===== src/hdl/bed_pkg.sv =====
// Shared types and constants for the backslash escape decoder.
package bed_pkg;

  // Decoder mode, kept by the front end
  typedef enum logic [2:0] {
    MODE_NORMAL    = 3'd0,
    MODE_ESCAPE    = 3'd1,
    MODE_OCTAL     = 3'd2,
    MODE_HEX_FIRST = 3'd3,
    MODE_HEX       = 3'd4
  } mode_t;

  // Error codes carried on the result tuser
  typedef enum logic [1:0] {
    ERR_NONE        = 2'd0,
    ERR_NULL_ESCAPE = 2'd1,
    ERR_INVALID     = 2'd2
  } err_t;

  // Character and value constants
  localparam logic [7:0] CH_BSLASH = 8'h5C;
  localparam logic [7:0] CH_X      = 8'h78;
  localparam logic [7:0] ESC_CODE  = 8'h1B;
  localparam logic [7:0] SAT_MAX   = 8'hFF;

  // Octal run length and the width of the digit count
  localparam int OCT_DIGITS = 4;
  localparam int LEFT_W     = 2;
  localparam logic [LEFT_W-1:0] OCT_LEFT_INIT = LEFT_W'(OCT_DIGITS - 1);

  // Digit accumulator width (four octal digits)
  localparam int VAL_W = 12;

  // Queue between front and back
  localparam int QDEPTH = 4;
  localparam int QPTR_W = $clog2(QDEPTH);
  localparam int QCNT_W = $clog2(QDEPTH + 1);

  // One result item
  typedef struct packed {
    logic [7:0] data;
    err_t       err;
    logic       last;
  } result_t;

  // One queue entry: the results caused by one input item
  typedef struct packed {
    logic    two;
    result_t r0;
    result_t r1;
  } entry_t;

  // Front end to queue write side
  typedef struct packed {
    logic   valid;
    entry_t entry;
  } push_t;

  // Queue read side to back end
  typedef struct packed {
    logic   avail;
    entry_t entry;
  } qhead_t;

endpackage


===== src/hdl/bed_front.sv =====
// Front end: accepts input bytes, tracks the escape mode and builds result entries.
module bed_front (
  input  logic           clk,
  input  logic           rst_n,
  input  logic           in_tvalid,
  output logic           in_tready,
  input  logic [7:0]     in_tdata,   // [7:0] in_byte
  input  logic           in_tlast,   // end_of_string
  input  logic           q_full,
  output bed_pkg::push_t push
);
  import bed_pkg::*;

  mode_t              mode_r, mode_nxt;
  logic [VAL_W-1:0]   value_r, value_nxt;
  logic [LEFT_W-1:0]  left_r, left_nxt;
  logic               discard_r, discard_nxt;

  logic               accept;
  logic               consumed, failed, eos;
  err_t               fail_code;
  logic               a_v, b_v, t_v;
  result_t            a_res, b_res, t_res;
  result_t            r0, r1;
  logic               two;
  logic [VAL_W-1:0]   oct_val;
  logic [LEFT_W-1:0]  oct_left;
  logic [8:0]         esc;
  logic [4:0]         hex;

  // Simple escape lookup: {hit, value}
  function automatic logic [8:0] simple_escape(input logic [7:0] c);
    logic [8:0] r;
    case (c)
      8'h22:   r = {1'b1, 8'h22};   // double quote
      8'h27:   r = {1'b1, 8'h27};   // apostrophe
      8'h5C:   r = {1'b1, 8'h5C};   // backslash
      8'h61:   r = {1'b1, 8'h07};   // a
      8'h62:   r = {1'b1, 8'h08};   // b
      8'h45:   r = {1'b1, ESC_CODE}; // E
      8'h65:   r = {1'b1, ESC_CODE}; // e
      8'h66:   r = {1'b1, 8'h0C};   // f
      8'h6E:   r = {1'b1, 8'h0A};   // n
      8'h72:   r = {1'b1, 8'h0D};   // r
      8'h74:   r = {1'b1, 8'h09};   // t
      8'h76:   r = {1'b1, 8'h0B};   // v
      default: r = 9'd0;
    endcase
    return r;
  endfunction

  function automatic logic is_oct(input logic [7:0] c);
    return (c >= 8'h30) && (c <= 8'h37);
  endfunction

  // Hex digit: {valid, value}
  function automatic logic [4:0] hex_val(input logic [7:0] c);
    logic [4:0] r;
    if (c >= 8'h30 && c <= 8'h39) begin
      r = {1'b1, 4'(c - 8'h30)};
    end else if (c >= 8'h61 && c <= 8'h66) begin
      r = {1'b1, 4'(c - 8'h57)};
    end else if (c >= 8'h41 && c <= 8'h46) begin
      r = {1'b1, 4'(c - 8'h37)};
    end else begin
      r = 5'd0;
    end
    return r;
  endfunction

  function automatic logic [7:0] sat_byte(input logic [VAL_W-1:0] v);
    return (|v[VAL_W-1:8]) ? SAT_MAX : v[7:0];
  endfunction

  function automatic result_t mk_res(input logic [7:0] d, input err_t e);
    result_t r;
    r.data = d;
    r.err  = e;
    r.last = 1'b0;
    return r;
  endfunction

  assign in_tready = !q_full;
  assign accept    = in_tvalid && in_tready;
  assign eos       = in_tlast;
  assign esc       = simple_escape(in_tdata);
  assign hex       = hex_val(in_tdata);
  assign oct_val   = {value_r[VAL_W-4:0], in_tdata[2:0]};
  assign oct_left  = left_r - LEFT_W'(1);

  // Mode state register
  always_ff @(posedge clk) begin
    if (!rst_n) begin
      mode_r    <= MODE_NORMAL;
      value_r   <= '0;
      left_r    <= '0;
      discard_r <= 1'b0;
    end else if (accept) begin
      mode_r    <= mode_nxt;
      value_r   <= value_nxt;
      left_r    <= left_nxt;
      discard_r <= discard_nxt;
    end
  end

  // Next mode and results for the byte on the input
  always_comb begin
    mode_nxt    = mode_r;
    value_nxt   = value_r;
    left_nxt    = left_r;
    discard_nxt = discard_r;
    consumed    = 1'b0;
    failed      = 1'b0;
    fail_code   = ERR_NONE;
    a_v         = 1'b0;
    b_v         = 1'b0;
    t_v         = 1'b0;
    a_res       = mk_res(8'd0, ERR_NONE);
    b_res       = mk_res(in_tdata, ERR_NONE);
    t_res       = mk_res(8'd0, ERR_NONE);

    if (discard_r) begin
      // drop bytes up to the end of the string
      if (eos) begin
        discard_nxt = 1'b0;
        mode_nxt    = MODE_NORMAL;
        value_nxt   = '0;
        left_nxt    = '0;
      end
    end else begin
      case (mode_r)
        MODE_OCTAL: begin
          if (is_oct(in_tdata)) begin
            consumed = 1'b1;
            if (oct_left == '0) begin
              a_v       = 1'b1;
              a_res     = mk_res(sat_byte(oct_val), ERR_NONE);
              mode_nxt  = MODE_NORMAL;
              value_nxt = '0;
              left_nxt  = '0;
            end else begin
              value_nxt = oct_val;
              left_nxt  = oct_left;
            end
          end else begin
            a_v       = 1'b1;
            a_res     = mk_res(sat_byte(value_r), ERR_NONE);
            mode_nxt  = MODE_NORMAL;
            value_nxt = '0;
            left_nxt  = '0;
          end
        end
        MODE_HEX: begin
          a_v = 1'b1;
          if (hex[4]) begin
            consumed = 1'b1;
            a_res    = mk_res({value_r[3:0], hex[3:0]}, ERR_NONE);
          end else begin
            a_res    = mk_res(value_r[7:0], ERR_NONE);
          end
          mode_nxt  = MODE_NORMAL;
          value_nxt = '0;
          left_nxt  = '0;
        end
        MODE_HEX_FIRST: begin
          consumed = 1'b1;
          if (hex[4]) begin
            value_nxt = {{(VAL_W-4){1'b0}}, hex[3:0]};
            left_nxt  = '0;
            mode_nxt  = MODE_HEX;
          end else begin
            failed    = 1'b1;
            fail_code = ERR_INVALID;
          end
        end
        MODE_ESCAPE: begin
          consumed = 1'b1;
          if (esc[8]) begin
            a_v       = 1'b1;
            a_res     = mk_res(esc[7:0], ERR_NONE);
            mode_nxt  = MODE_NORMAL;
            value_nxt = '0;
            left_nxt  = '0;
          end else if (is_oct(in_tdata)) begin
            value_nxt = {{(VAL_W-3){1'b0}}, in_tdata[2:0]};
            left_nxt  = OCT_LEFT_INIT;
            mode_nxt  = MODE_OCTAL;
          end else if (in_tdata == CH_X) begin
            value_nxt = '0;
            left_nxt  = '0;
            mode_nxt  = MODE_HEX_FIRST;
          end else begin
            failed    = 1'b1;
            fail_code = ERR_INVALID;
          end
        end
        default: begin
          mode_nxt = MODE_NORMAL;
        end
      endcase

      // plain byte handling, also for a byte that ended a digit run
      if (!consumed && !failed) begin
        if (in_tdata == CH_BSLASH) begin
          mode_nxt = MODE_ESCAPE;
        end else begin
          b_v = 1'b1;
        end
      end

      // end of string: flush an open run or report an open escape
      if (!failed && eos) begin
        case (mode_nxt)
          MODE_OCTAL: begin
            t_v   = 1'b1;
            t_res = mk_res(sat_byte(value_nxt), ERR_NONE);
          end
          MODE_HEX: begin
            t_v   = 1'b1;
            t_res = mk_res(value_nxt[7:0], ERR_NONE);
          end
          MODE_ESCAPE: begin
            failed    = 1'b1;
            fail_code = ERR_NULL_ESCAPE;
          end
          MODE_HEX_FIRST: begin
            failed    = 1'b1;
            fail_code = ERR_INVALID;
          end
          default: begin
            t_v = 1'b0;
          end
        endcase
      end

      if (failed) begin
        t_v         = 1'b1;
        t_res       = mk_res(8'd0, fail_code);
        discard_nxt = !eos;
      end
      if (failed || eos) begin
        mode_nxt  = MODE_NORMAL;
        value_nxt = '0;
        left_nxt  = '0;
      end
    end

    // pack the candidates into at most two slots
    r0  = t_res;
    r1  = t_res;
    two = 1'b0;
    if (a_v) begin
      r0  = a_res;
      r1  = b_v ? b_res : t_res;
      two = b_v || t_v;
    end else if (b_v) begin
      r0  = b_res;
      two = t_v;
    end

    // final flag on the last result of the string
    if (!discard_r && (eos || failed)) begin
      if (two) begin
        r1.last = 1'b1;
      end else begin
        r0.last = 1'b1;
      end
    end

    push.valid     = accept && !discard_r && (a_v || b_v || t_v);
    push.entry.two = two;
    push.entry.r0  = r0;
    push.entry.r1  = r1;
  end

endmodule


===== src/hdl/bed_queue.sv =====
// Short queue of result entries between the front and back ends.
module bed_queue (
  input  logic            clk,
  input  logic            rst_n,
  input  bed_pkg::push_t  push,
  input  logic            pop,
  output logic            full,
  output bed_pkg::qhead_t head
);
  import bed_pkg::*;

  entry_t             mem_r [QDEPTH];
  logic [QPTR_W-1:0]  wr_ptr_r, rd_ptr_r;
  logic [QCNT_W-1:0]  count_r;
  logic               do_pop;

  assign full       = (count_r == QCNT_W'(QDEPTH));
  assign head.avail = (count_r != '0);
  assign head.entry = mem_r[rd_ptr_r];
  assign do_pop     = pop && head.avail;

  // Entry storage
  always_ff @(posedge clk) begin
    if (push.valid) begin
      mem_r[wr_ptr_r] <= push.entry;
    end
  end

  // Pointers and fill count
  always_ff @(posedge clk) begin
    if (!rst_n) begin
      wr_ptr_r <= '0;
      rd_ptr_r <= '0;
      count_r  <= '0;
    end else begin
      if (push.valid) begin
        wr_ptr_r <= wr_ptr_r + QPTR_W'(1);
      end
      if (do_pop) begin
        rd_ptr_r <= rd_ptr_r + QPTR_W'(1);
      end
      if (push.valid && !do_pop) begin
        count_r <= count_r + QCNT_W'(1);
      end else if (!push.valid && do_pop) begin
        count_r <= count_r - QCNT_W'(1);
      end
    end
  end

endmodule


===== src/hdl/bed_back.sv =====
// Back end: unpacks queue entries into single result items on the output register.
module bed_back (
  input  logic            clk,
  input  logic            rst_n,
  input  bed_pkg::qhead_t head,
  output logic            pop,
  output logic            out_tvalid,
  input  logic            out_tready,
  output logic [7:0]      out_tdata,  // [7:0] out_byte
  output logic [1:0]      out_tuser,  // [1:0] error_code
  output logic            out_tlast   // final_result
);
  import bed_pkg::*;

  logic     out_valid_r;
  result_t  out_res_r, out_res_nxt;
  logic     pend_valid_r, pend_valid_nxt;
  result_t  pend_res_r, pend_res_nxt;
  logic     out_free, load;

  assign out_free = !out_valid_r || out_tready;
  assign pop      = out_free && !pend_valid_r && head.avail;
  assign load     = out_free && (pend_valid_r || head.avail);

  // Choose what goes to the output register next
  always_comb begin
    out_res_nxt    = out_res_r;
    pend_res_nxt   = pend_res_r;
    pend_valid_nxt = pend_valid_r;
    if (out_free) begin
      if (pend_valid_r) begin
        out_res_nxt    = pend_res_r;
        pend_valid_nxt = 1'b0;
      end else if (head.avail) begin
        out_res_nxt    = head.entry.r0;
        pend_res_nxt   = head.entry.r1;
        pend_valid_nxt = head.entry.two;
      end
    end
  end

  // Control flags
  always_ff @(posedge clk) begin
    if (!rst_n) begin
      out_valid_r  <= 1'b0;
      pend_valid_r <= 1'b0;
    end else begin
      if (out_free) begin
        out_valid_r <= load;
      end
      pend_valid_r <= pend_valid_nxt;
    end
  end

  // Payload registers
  always_ff @(posedge clk) begin
    out_res_r  <= out_res_nxt;
    pend_res_r <= pend_res_nxt;
  end

  assign out_tvalid = out_valid_r;
  assign out_tdata  = out_res_r.data;
  assign out_tuser  = out_res_r.err;
  assign out_tlast  = out_res_r.last;

endmodule


===== src/hdl/backslash_escape_decoder_core.sv =====
// Top level of the backslash escape decoder.
//
// Decodes a C-style escaped string arriving one byte per item on the in_
// stream (tdata = raw byte, tlast = final byte of the string) and delivers
// decoded bytes on the out_ stream (tdata = byte, tuser = error code,
// tlast = last result of the string). An error item carries byte zero and
// tlast; the rest of that string is dropped without results.
// The front end updates the escape mode in the cycle an item is accepted and
// writes the item's one or two results as one entry into a four-entry
// queue; an item with no result writes no entry. The back end drains
// entries through an output register, one result per cycle while the
// receiver is ready. Each result is written to the queue at the edge that
// accepts its item, then moves into the output register. Throughput: one
// item per cycle while the receiver is ready and each item yields at most
// one result; the two results of an item take the output register in turn.
// Reset returns the decoder to normal text mode, empties the queue and
// drops out_tvalid. When the receiver stalls, out_ holds its item, the
// queue fills, and in_tready falls once all four entries are occupied.
module backslash_escape_decoder_core (
  input  logic       clk,
  input  logic       rst_n,
  input  logic       in_tvalid,
  output logic       in_tready,
  input  logic [7:0] in_tdata,   // [7:0] in_byte
  input  logic       in_tlast,   // end_of_string
  output logic       out_tvalid,
  input  logic       out_tready,
  output logic [7:0] out_tdata,  // [7:0] out_byte
  output logic [1:0] out_tuser,  // [1:0] error_code
  output logic       out_tlast   // final_result
);
  import bed_pkg::*;

  push_t  push;
  qhead_t head;
  logic   q_full;
  logic   pop;

  bed_front u_front (
    .clk       (clk),
    .rst_n     (rst_n),
    .in_tvalid (in_tvalid),
    .in_tready (in_tready),
    .in_tdata  (in_tdata),
    .in_tlast  (in_tlast),
    .q_full    (q_full),
    .push      (push)
  );

  bed_queue u_queue (
    .clk   (clk),
    .rst_n (rst_n),
    .push  (push),
    .pop   (pop),
    .full  (q_full),
    .head  (head)
  );

  bed_back u_back (
    .clk        (clk),
    .rst_n      (rst_n),
    .head       (head),
    .pop        (pop),
    .out_tvalid (out_tvalid),
    .out_tready (out_tready),
    .out_tdata  (out_tdata),
    .out_tuser  (out_tuser),
    .out_tlast  (out_tlast)
  );

endmodule


===== config.mk =====
export PLATFORM = sky130hd
export DESIGN_NAME = backslash_escape_decoder_core
export DESIGN_NICKNAME = d
export VERILOG_FILES = /design/src/hdl/bed_pkg.sv /design/src/hdl/bed_front.sv /design/src/hdl/bed_queue.sv /design/src/hdl/bed_back.sv /design/src/hdl/backslash_escape_decoder_core.sv
export SDC_FILE = /design/constraint.sdc
export NUM_CORES = 1
export LEC_CHECK = 0
export ABC_AREA = 0
export BUFFER_PORTS_ARGS = -buffer_cell sky130_fd_sc_hd__buf_2
export CAP_MARGIN = 5
export CORE_MARGIN = 2
export CORE_UTILIZATION = 44
export DETAILED_ROUTE_END_ITERATION = 10
export PLACE_DENSITY_LB_ADDON = 0.08
export SLEW_MARGIN = 20
export SYNTH_ARGS = -nofsm -noshare
export SYNTH_HDL_FRONTEND = slang
export SYNTH_SLANG_ARGS = --single-unit

===== constraint.sdc =====
create_clock -name clk -period 8.1 [get_ports clk]
set_input_delay 0.81 -clock clk [delete_from_list [all_inputs] [get_ports clk]]
set_output_delay 0.81 -clock clk [all_outputs]
set_load 0.005 [all_outputs]

==> out/summary.txt, run 1 <==
Worst Tran Pin Value: 0.965 ns
Final Wtd Congestion: 0.927
asr flop ratio synth: 0%
IO Pins: 26
Slew Viols, Final: 0
CTS Buf Count: 17
worst skew pair latency: 0.42 ns
setup bufs post-CTS: 0
worst r2r src: u_front.mode_r[2]$_SDFFE_PN0P_
post-layout minimum cycle time: 4.80 ns
Antenna diodes: 0
crit-path cells: buf_2 > inv_1 > ha_1 > o21ba_2 > o21ai_1 > o21ai_4 > a2111oi_4 > nor2_1 > a31oi_4 > ha_1 > inv_1 > fa_1 > xor2_1 > or3_1 > a21oi_1
sequential area share after synthesis: 57.7%
Setup Skew: 0.00954 ns
post-DR wirelength/cell: 21.4 um
# clock sinks: 143
cts repair resizes: 0
post-synth cell types: 84
status: finished, final reports clean
top_reg_cell synth: edfxtp_1
CP startpoint kind: input pin
H-tree levels: 4
Cell Rows: 45
CP Class: in2reg
TNS Setup: 0 ns
ranking of synthesized cells by area: edfxtp_1 (49%), dfxtp_1 (8.4%), mux4_2 (7.5%)
Syn Nets: 558
Post-CTS Hold Fix Bufs: 0
die area: 16800 sq um
Chip Width: 130 um
worst IR drop on VDD: 0.000147 V
core footprint: 15300 sq um
clock slew at reported path FFs: 0.06 ns
nets: 587
Yosys top cell area share: 49.3%
Post-Route WL: 16.9 mm
#FFs+latches synth: 143
Die H: 130 um
Hold WC Path Type: reg2reg
largest fanout on the critical path: 12
most common cell in the netlist: edfxtp_1
f_max: 0.208 GHz
global-route wire length before repair: 26.2 mm
Avg Inst Size Synth: 13.0 sq um
final setup vio count: 0
CTS tree: done
Max-cap violations: 0
initial core utilization: 45.3%
LEAKAGE: 2.63 nW
min-delay src: u_front.left_r[1]$_SDFFE_PN0P_
unrepaired setup endpoints after global routing: no
hold violation total from the final report: 0
GRT Total Usage: 21.2%
area leader, netlist: edfxtp_1
antenna-violating nets left: 0
TritonRoute pass-1 iters: 5
Post-DP HPWL: 11.6 mm
EDFF count, synth: 114
Slowest-stage cell, CP: a2111oi_4
period utilization: 59.3%
worst path buffer plus inverter count: 3
post-synthesis cell count: 533
power per cell area: 270 nW/um^2
Mapped Area: 6940 sq um
Critical Path End Type: flip-flop
delay-heaviest family, CP: compound AO/OA/AOI/OAI gates
Vias: 4668
share of cells above drive strength 1: 21.7%
largest net degree at the start of global routing: 26
Root Driver: clkbuf_16
Slew HR: 35.2%
Residual DRC: 0
Port Buf Inserts: 25
Clock Path Buffers: 2
Worst path max stage delay: 0.76 ns
Hold Slack: 0.451 ns
worst setup path startpoint: in_tdata[0]
DR iter-0 viols: 332
vias in the first global route: 4479
yosys warns: 0
initial antenna violation count: 0
Worst Path Arrival: 5.15 ns
top post-synthesis cells by count: edfxtp_1 (114), nand2_1 (43), nor2_1 (40), a21oi_1 (30), dfxtp_1 (29)
Area Growth Syn to Fin: 13.2%
gr ovfl total: 0
CP required: 8.44 ns
post-DR vias/cell: 5.94
## state kept, by name, summed over array words and instances, names as in the netlist, named ones only
register,flops
u_back.pend_valid_r,1
u_front.discard_r,1
u_queue.rd_ptr_r,2
u_front.value_r,12
u_back.out_tdata,8
u_queue.wr_ptr_r,2
u_back.out_tlast,1
u_back.out_tuser,2
u_front.left_r,2
u_back.out_tvalid,1
u_queue.mem_r,92
u_queue.count_r,3
u_back.pend_res_r,11
u_front.mode_r,3
## power breakdown
part,leakage [nW],switching (mW),internal [mW]
combinational,1.05,0.219,0.184
clock,0.267,0.293,0.439
sequential,1.32,0.0400,0.945
total,2.63,0.553,1.57
## per-layer routing
metal  global-route usage [%]  wire, um
met4                     10.2       632
met1                     27.6      7380
met3                     3.72       727
met5                        0         0
met2                     34.4      8120
## cell type report
class                           instances  area, sq um
Timing Repair Buffer                   33          185
Inverter                               19         71.3
Clock buffer                           20          457
Multi-Input combinational cell        348         2770
Fill cell                            1349         7460
Tap cell                              211          264
Clock inverter                         12          109
Sequential cell                       143         4000
## per-stage QoR
| stage | instances | area [sq um] | util, % | total power [mW] | worst slack (ns) |
|---|---|---|---|---|---|
| after global placement | 754 | 7290 | 47.6 | 1.41 | 3.04 |
| after floorplan | 533 | 6940 | - | 1.28 | 3.98 |
| final | 786 | 7860 | 51.3 | 2.12 | 3.30 |
| after CTS | 786 | 7850 | 51.3 | 2.15 | 3.38 |
| after global routing | 786 | 7860 | 51.3 | 2.23 | 3.06 |
| after detailed placement | 754 | 7290 | 47.6 | 1.42 | 2.94 |
## final timing paths
kind                                     endpoint  slack (ns)  cells after the start
setup / recovery  u_queue.count_r[2]$_SDFFE_PN0P_        3.30                     15
hold / removal     u_front.left_r[1]$_SDFFE_PN0P_        0.45                      2
setup reg to reg  u_queue.count_r[2]$_SDFFE_PN0P_        4.43                     12
hold reg to reg    u_front.left_r[1]$_SDFFE_PN0P_        0.45                      2
## kinds of logic after synthesis
group                    share of synthesized area, %
multiplexers                                     9.68
flip-flops                                       57.7
XOR/XNOR                                        0.631
AO/OA/AOI/OAI                                    15.6
adder cells (fa/ha/maj)                          2.27
AND/OR/NAND/NOR                                  11.4
buffers and inverters                            2.65
## layout by cell type, fill, tap and decap left out, types with 4 or more instances in the layout
cell type and instances:
a211oi_1 5, a21o_1 8, a21oi_1 30, a22o_1 4, a22oi_1 12, a2bb2oi_1 6, and2_1 10, buf_2 25
buf_4 8, clkbuf_16 17, clkinvlp_4 4, dfxtp_1 29, edfxtp_1 114, ha_1 11, inv_1 18, mux2_2 11
mux4_2 23, nand2_1 43, nand3_1 5, nor2_1 39, nor2b_1 7, nor3_1 11, nor4_1 8, o21ai_0 21
o21ai_1 5, o22ai_1 11
## tightest hold or removal path, cell delays in order (launching register included)
cell,delay (ns)
dfxtp_1,0.31
nand2_1,0.05
a21oi_1,0.05
(Power assumes the default switching activity.)
==> run 2, diff against run 1 <==
Clock period 8.1 ns to 4.3 ns, I/O delays scaled along.
==> run 2 against run 1 <==
  * Final area increased by 1.3%
  * Combinational power increased by 97%
  * Non-clock buffer count increased by 11
  * Power increased by 94%
  * Routed wire length increased by 1.3%
  * Critical path depth unchanged
  * Clock power increased by 100%
  * Register-to-register slack got worse by 3.6 ns
  * Clock skew about the same
  * Sequential share of layout area decreased by 0.65 points
  * Global-route usage increased by 0.46 points
  * Core utilization increased by 0.66 points
  * Critical path type unchanged
  * Largest cell class unchanged
==> out/summary.txt, run 2 (synthesized netlist as in run 1, its figures left out) <==
Clock Path Buffers: 2 (unchanged)
Critical Path End Type: flip-flop
non-filler cells, final: 797 (+1.4%)
Vias: 4721 (+1.1%)
worst r2r src: u_front.mode_r[2]$_SDFFE_PN0P_
TritonRoute pass-1 iters: 5 (unchanged)
TNS Setup: 0 ns (unchanged)
worst setup path startpoint: in_tdata[0]
Max-cap violations: 0 (unchanged)
Crit path depth: 15 (unchanged)
vias in the first global route: 4625 (+3.3%)
period utilization: 81.1%
LEAKAGE: 2.70 nW (+2.7%)
CP required: 4.64 ns (-3.80 ns)
global-route wire length before repair: 26.7 mm (+1.9%)
worst IR drop on VDD: 0.000288 V (+96%)
GRT Total Usage: 21.6% (+0.46 points)
H-tree levels: 4 (unchanged)
DR iter-0 viols: 463 (+39%)
setup bufs post-CTS: 0 (unchanged)
worst path buffer plus inverter count: 3 (unchanged)
CP startpoint kind: input pin
final setup vio count: 0 (unchanged)
dpl cells: 765 (+1.5%)
power share of the sequential group: 45.1% (-1.3 points)
Worst Reg2Reg Path Length in Cells: 12 (unchanged)
post-layout minimum cycle time: 3.49 ns
unrepaired setup endpoints after global routing: no
Die H: 130 um (unchanged)
Regs by FF count: u_queue.mem_r x92, u_front.value_r x12, u_back.pend_res_r x11
share of cells above drive strength 1: 23.0% (+1.3 points)
Hold Slack: 0.326 ns (-0.126 ns)
crit-path cells: buf_2 > inv_1 > ha_1 > nor2b_1 > o211ai_1 > nand3_2 > o31ai_4 > nor2_1 > a31oi_4 > ha_1 > inv_1 > fa_1 > xor2_1 > or3_1 > a21oi_1
Post-Route WL: 17.1 mm (+1.3%)
Slew HR: 44.4% (+9.2 points)
Antenna diodes: 0 (unchanged)
# clock sinks: 143 (unchanged)
power per cell area: 518 nW/um^2 (+92%)
max FFs per register: 92 (unchanged)
initial core utilization: 45.3% (unchanged)
Post-CTS Hold Fix Bufs: 0 (unchanged)
Final Core Density: 52.0% (+0.66 points)
Worst Tran Pin Value: 0.825 ns (-0.141 ns)
initial antenna violation count: 0 (unchanged)
gr ovfl total: 0 (unchanged)
f_max: 0.287 GHz
status: finished, final reports clean
die area: 16800 sq um (unchanged)
Switching Fraction: 25.9% (-0.18 points)
largest fanout on the critical path: 11 (-1)
net switching power: 1.07 mW (+93%)
Slowest-stage cell, CP: o31ai_4
Final Power: 4.12 mW (+94%)
Root Driver: clkbuf_16
cts repair resizes: 0 (unchanged)
Clk network pwr share: 35.7% (+1.2 points)
commonest non-fill, non-tap cell in the layout: edfxtp_1
Cell Rows: 45 (unchanged)
Biggest register: u_queue.mem_r
Slew Viols, Final: 0 (unchanged)
Worst path max stage delay: 0.48 ns (-0.28 ns)
antenna-violating nets left: 0 (unchanged)
hold violation total from the final report: 0 (unchanged)
nets: 598 (+1.9%)
Port Buf Inserts: 25 (unchanged)
Chip Width: 130 um (unchanged)
hold path cells: 2 (unchanged)
post-DR vias/cell: 5.92 (-0.26%)
Int Pwr: 3.05 mW (+95%)
CTS tree: done
Area Growth Syn to Fin: 14.7%
Final Wtd Congestion: 0.901 (-2.8%)
Residual DRC: 0 (unchanged)
delay-heaviest family, CP: compound AO/OA/AOI/OAI gates
clock slew at reported path FFs: 0.06 ns (about the same)
largest net degree at the start of global routing: 26 (unchanged)
Post-DP HPWL: 11.8 mm (+2.3%)
post-DR wirelength/cell: 21.4 um (-0.12%)
CP Class: in2reg
core footprint: 15300 sq um (unchanged)
commonest cells after routing, fill and taps aside: edfxtp_1 (114), nand2_1 (43), nor2_1 (40)
Hold WC Path Type: in2reg
worst skew pair latency: 0.41 ns (about the same)
Comb power frac: 19.3% (+0.3 points)
min-delay src: rst_n
CTS Buf Count: 17 (unchanged)
IO Pins: 26 (unchanged)
Worst Path Arrival: 3.83 ns (-1.32 ns)
Setup Skew: 0.00978 ns (+0.000241 ns)
[run 2: cell count changes in the layout (fill, tap and decap cells not counted), sizes merged]
cell	before	now
buf	33	44
bufinv	1	3
clkbuf	20	18
clkinv	4	6
clkinvlp	4	3
inv	22	21
[run 2: path summary, 6_finish.rpt]
path | to | slack, ns
worst min-delay path | u_front.value_r[2]$_SDFFE_PN0P_ | 0.33
worst min register to register | u_front.left_r[1]$_SDFFE_PN0P_ | 0.47
worst max-delay path | u_queue.count_r[2]$_SDFFE_PN0P_ | 0.81
worst max register to register | u_queue.count_r[2]$_SDFFE_PN0P_ | 0.86
[run 2: metrics by stage]
stage / cell area [sq um] / setup slack [ns]
floorplan: 6940 / 0.555
global placement: 7360 / 0.502
detailed placement: 7360 / 0.415
CTS: 7960 / 0.846
global route: 7960 / 0.527
finish: 7960 / 0.814
[run 2: layout make-up]
cell class              instances  area (sq um)
clock buffers                  18           429
clock inverters                14           164
fillers                      1358          7360
inverters                      19          71.3
multi-input cells             348          2760
flip-flops and latches        143          4000
well taps                     211           264
repair buffers                 44           268
[run 2: worst register-to-register path: stages (launching register included)]
cell and delay, ns:
dfxtp_1 0.39, nand2b_1 0.27, nor2_1 0.37, nand3_1 0.28, o31ai_4 0.45, nor2_1 0.14, a31oi_4 0.22, ha_1 0.20
inv_1 0.06, fa_1 0.37, xor2_1 0.18, or3_1 0.30, a21oi_1 0.14
[run 2: power by group through the flow]
stage / logic [mW] / clock network, mW / registers (mW)
finish: 0.794 / 1.47 / 1.86
global route: 0.874 / 1.55 / 1.88
CTS: 0.813 / 1.49 / 1.86
detailed placement: 0.810 / 0 / 1.89
global placement: 0.806 / 0 / 1.88
floorplan: 0.538 / 0 / 1.87
[run 2: metal layers]
metal	part of all wire (%)	GRT usage, %	wire length, um
met4	3.5	8.48	600
met1	45	29.6	7700
met2	47	34.0	7980
met5	0	0	0
met3	4.7	4.42	801
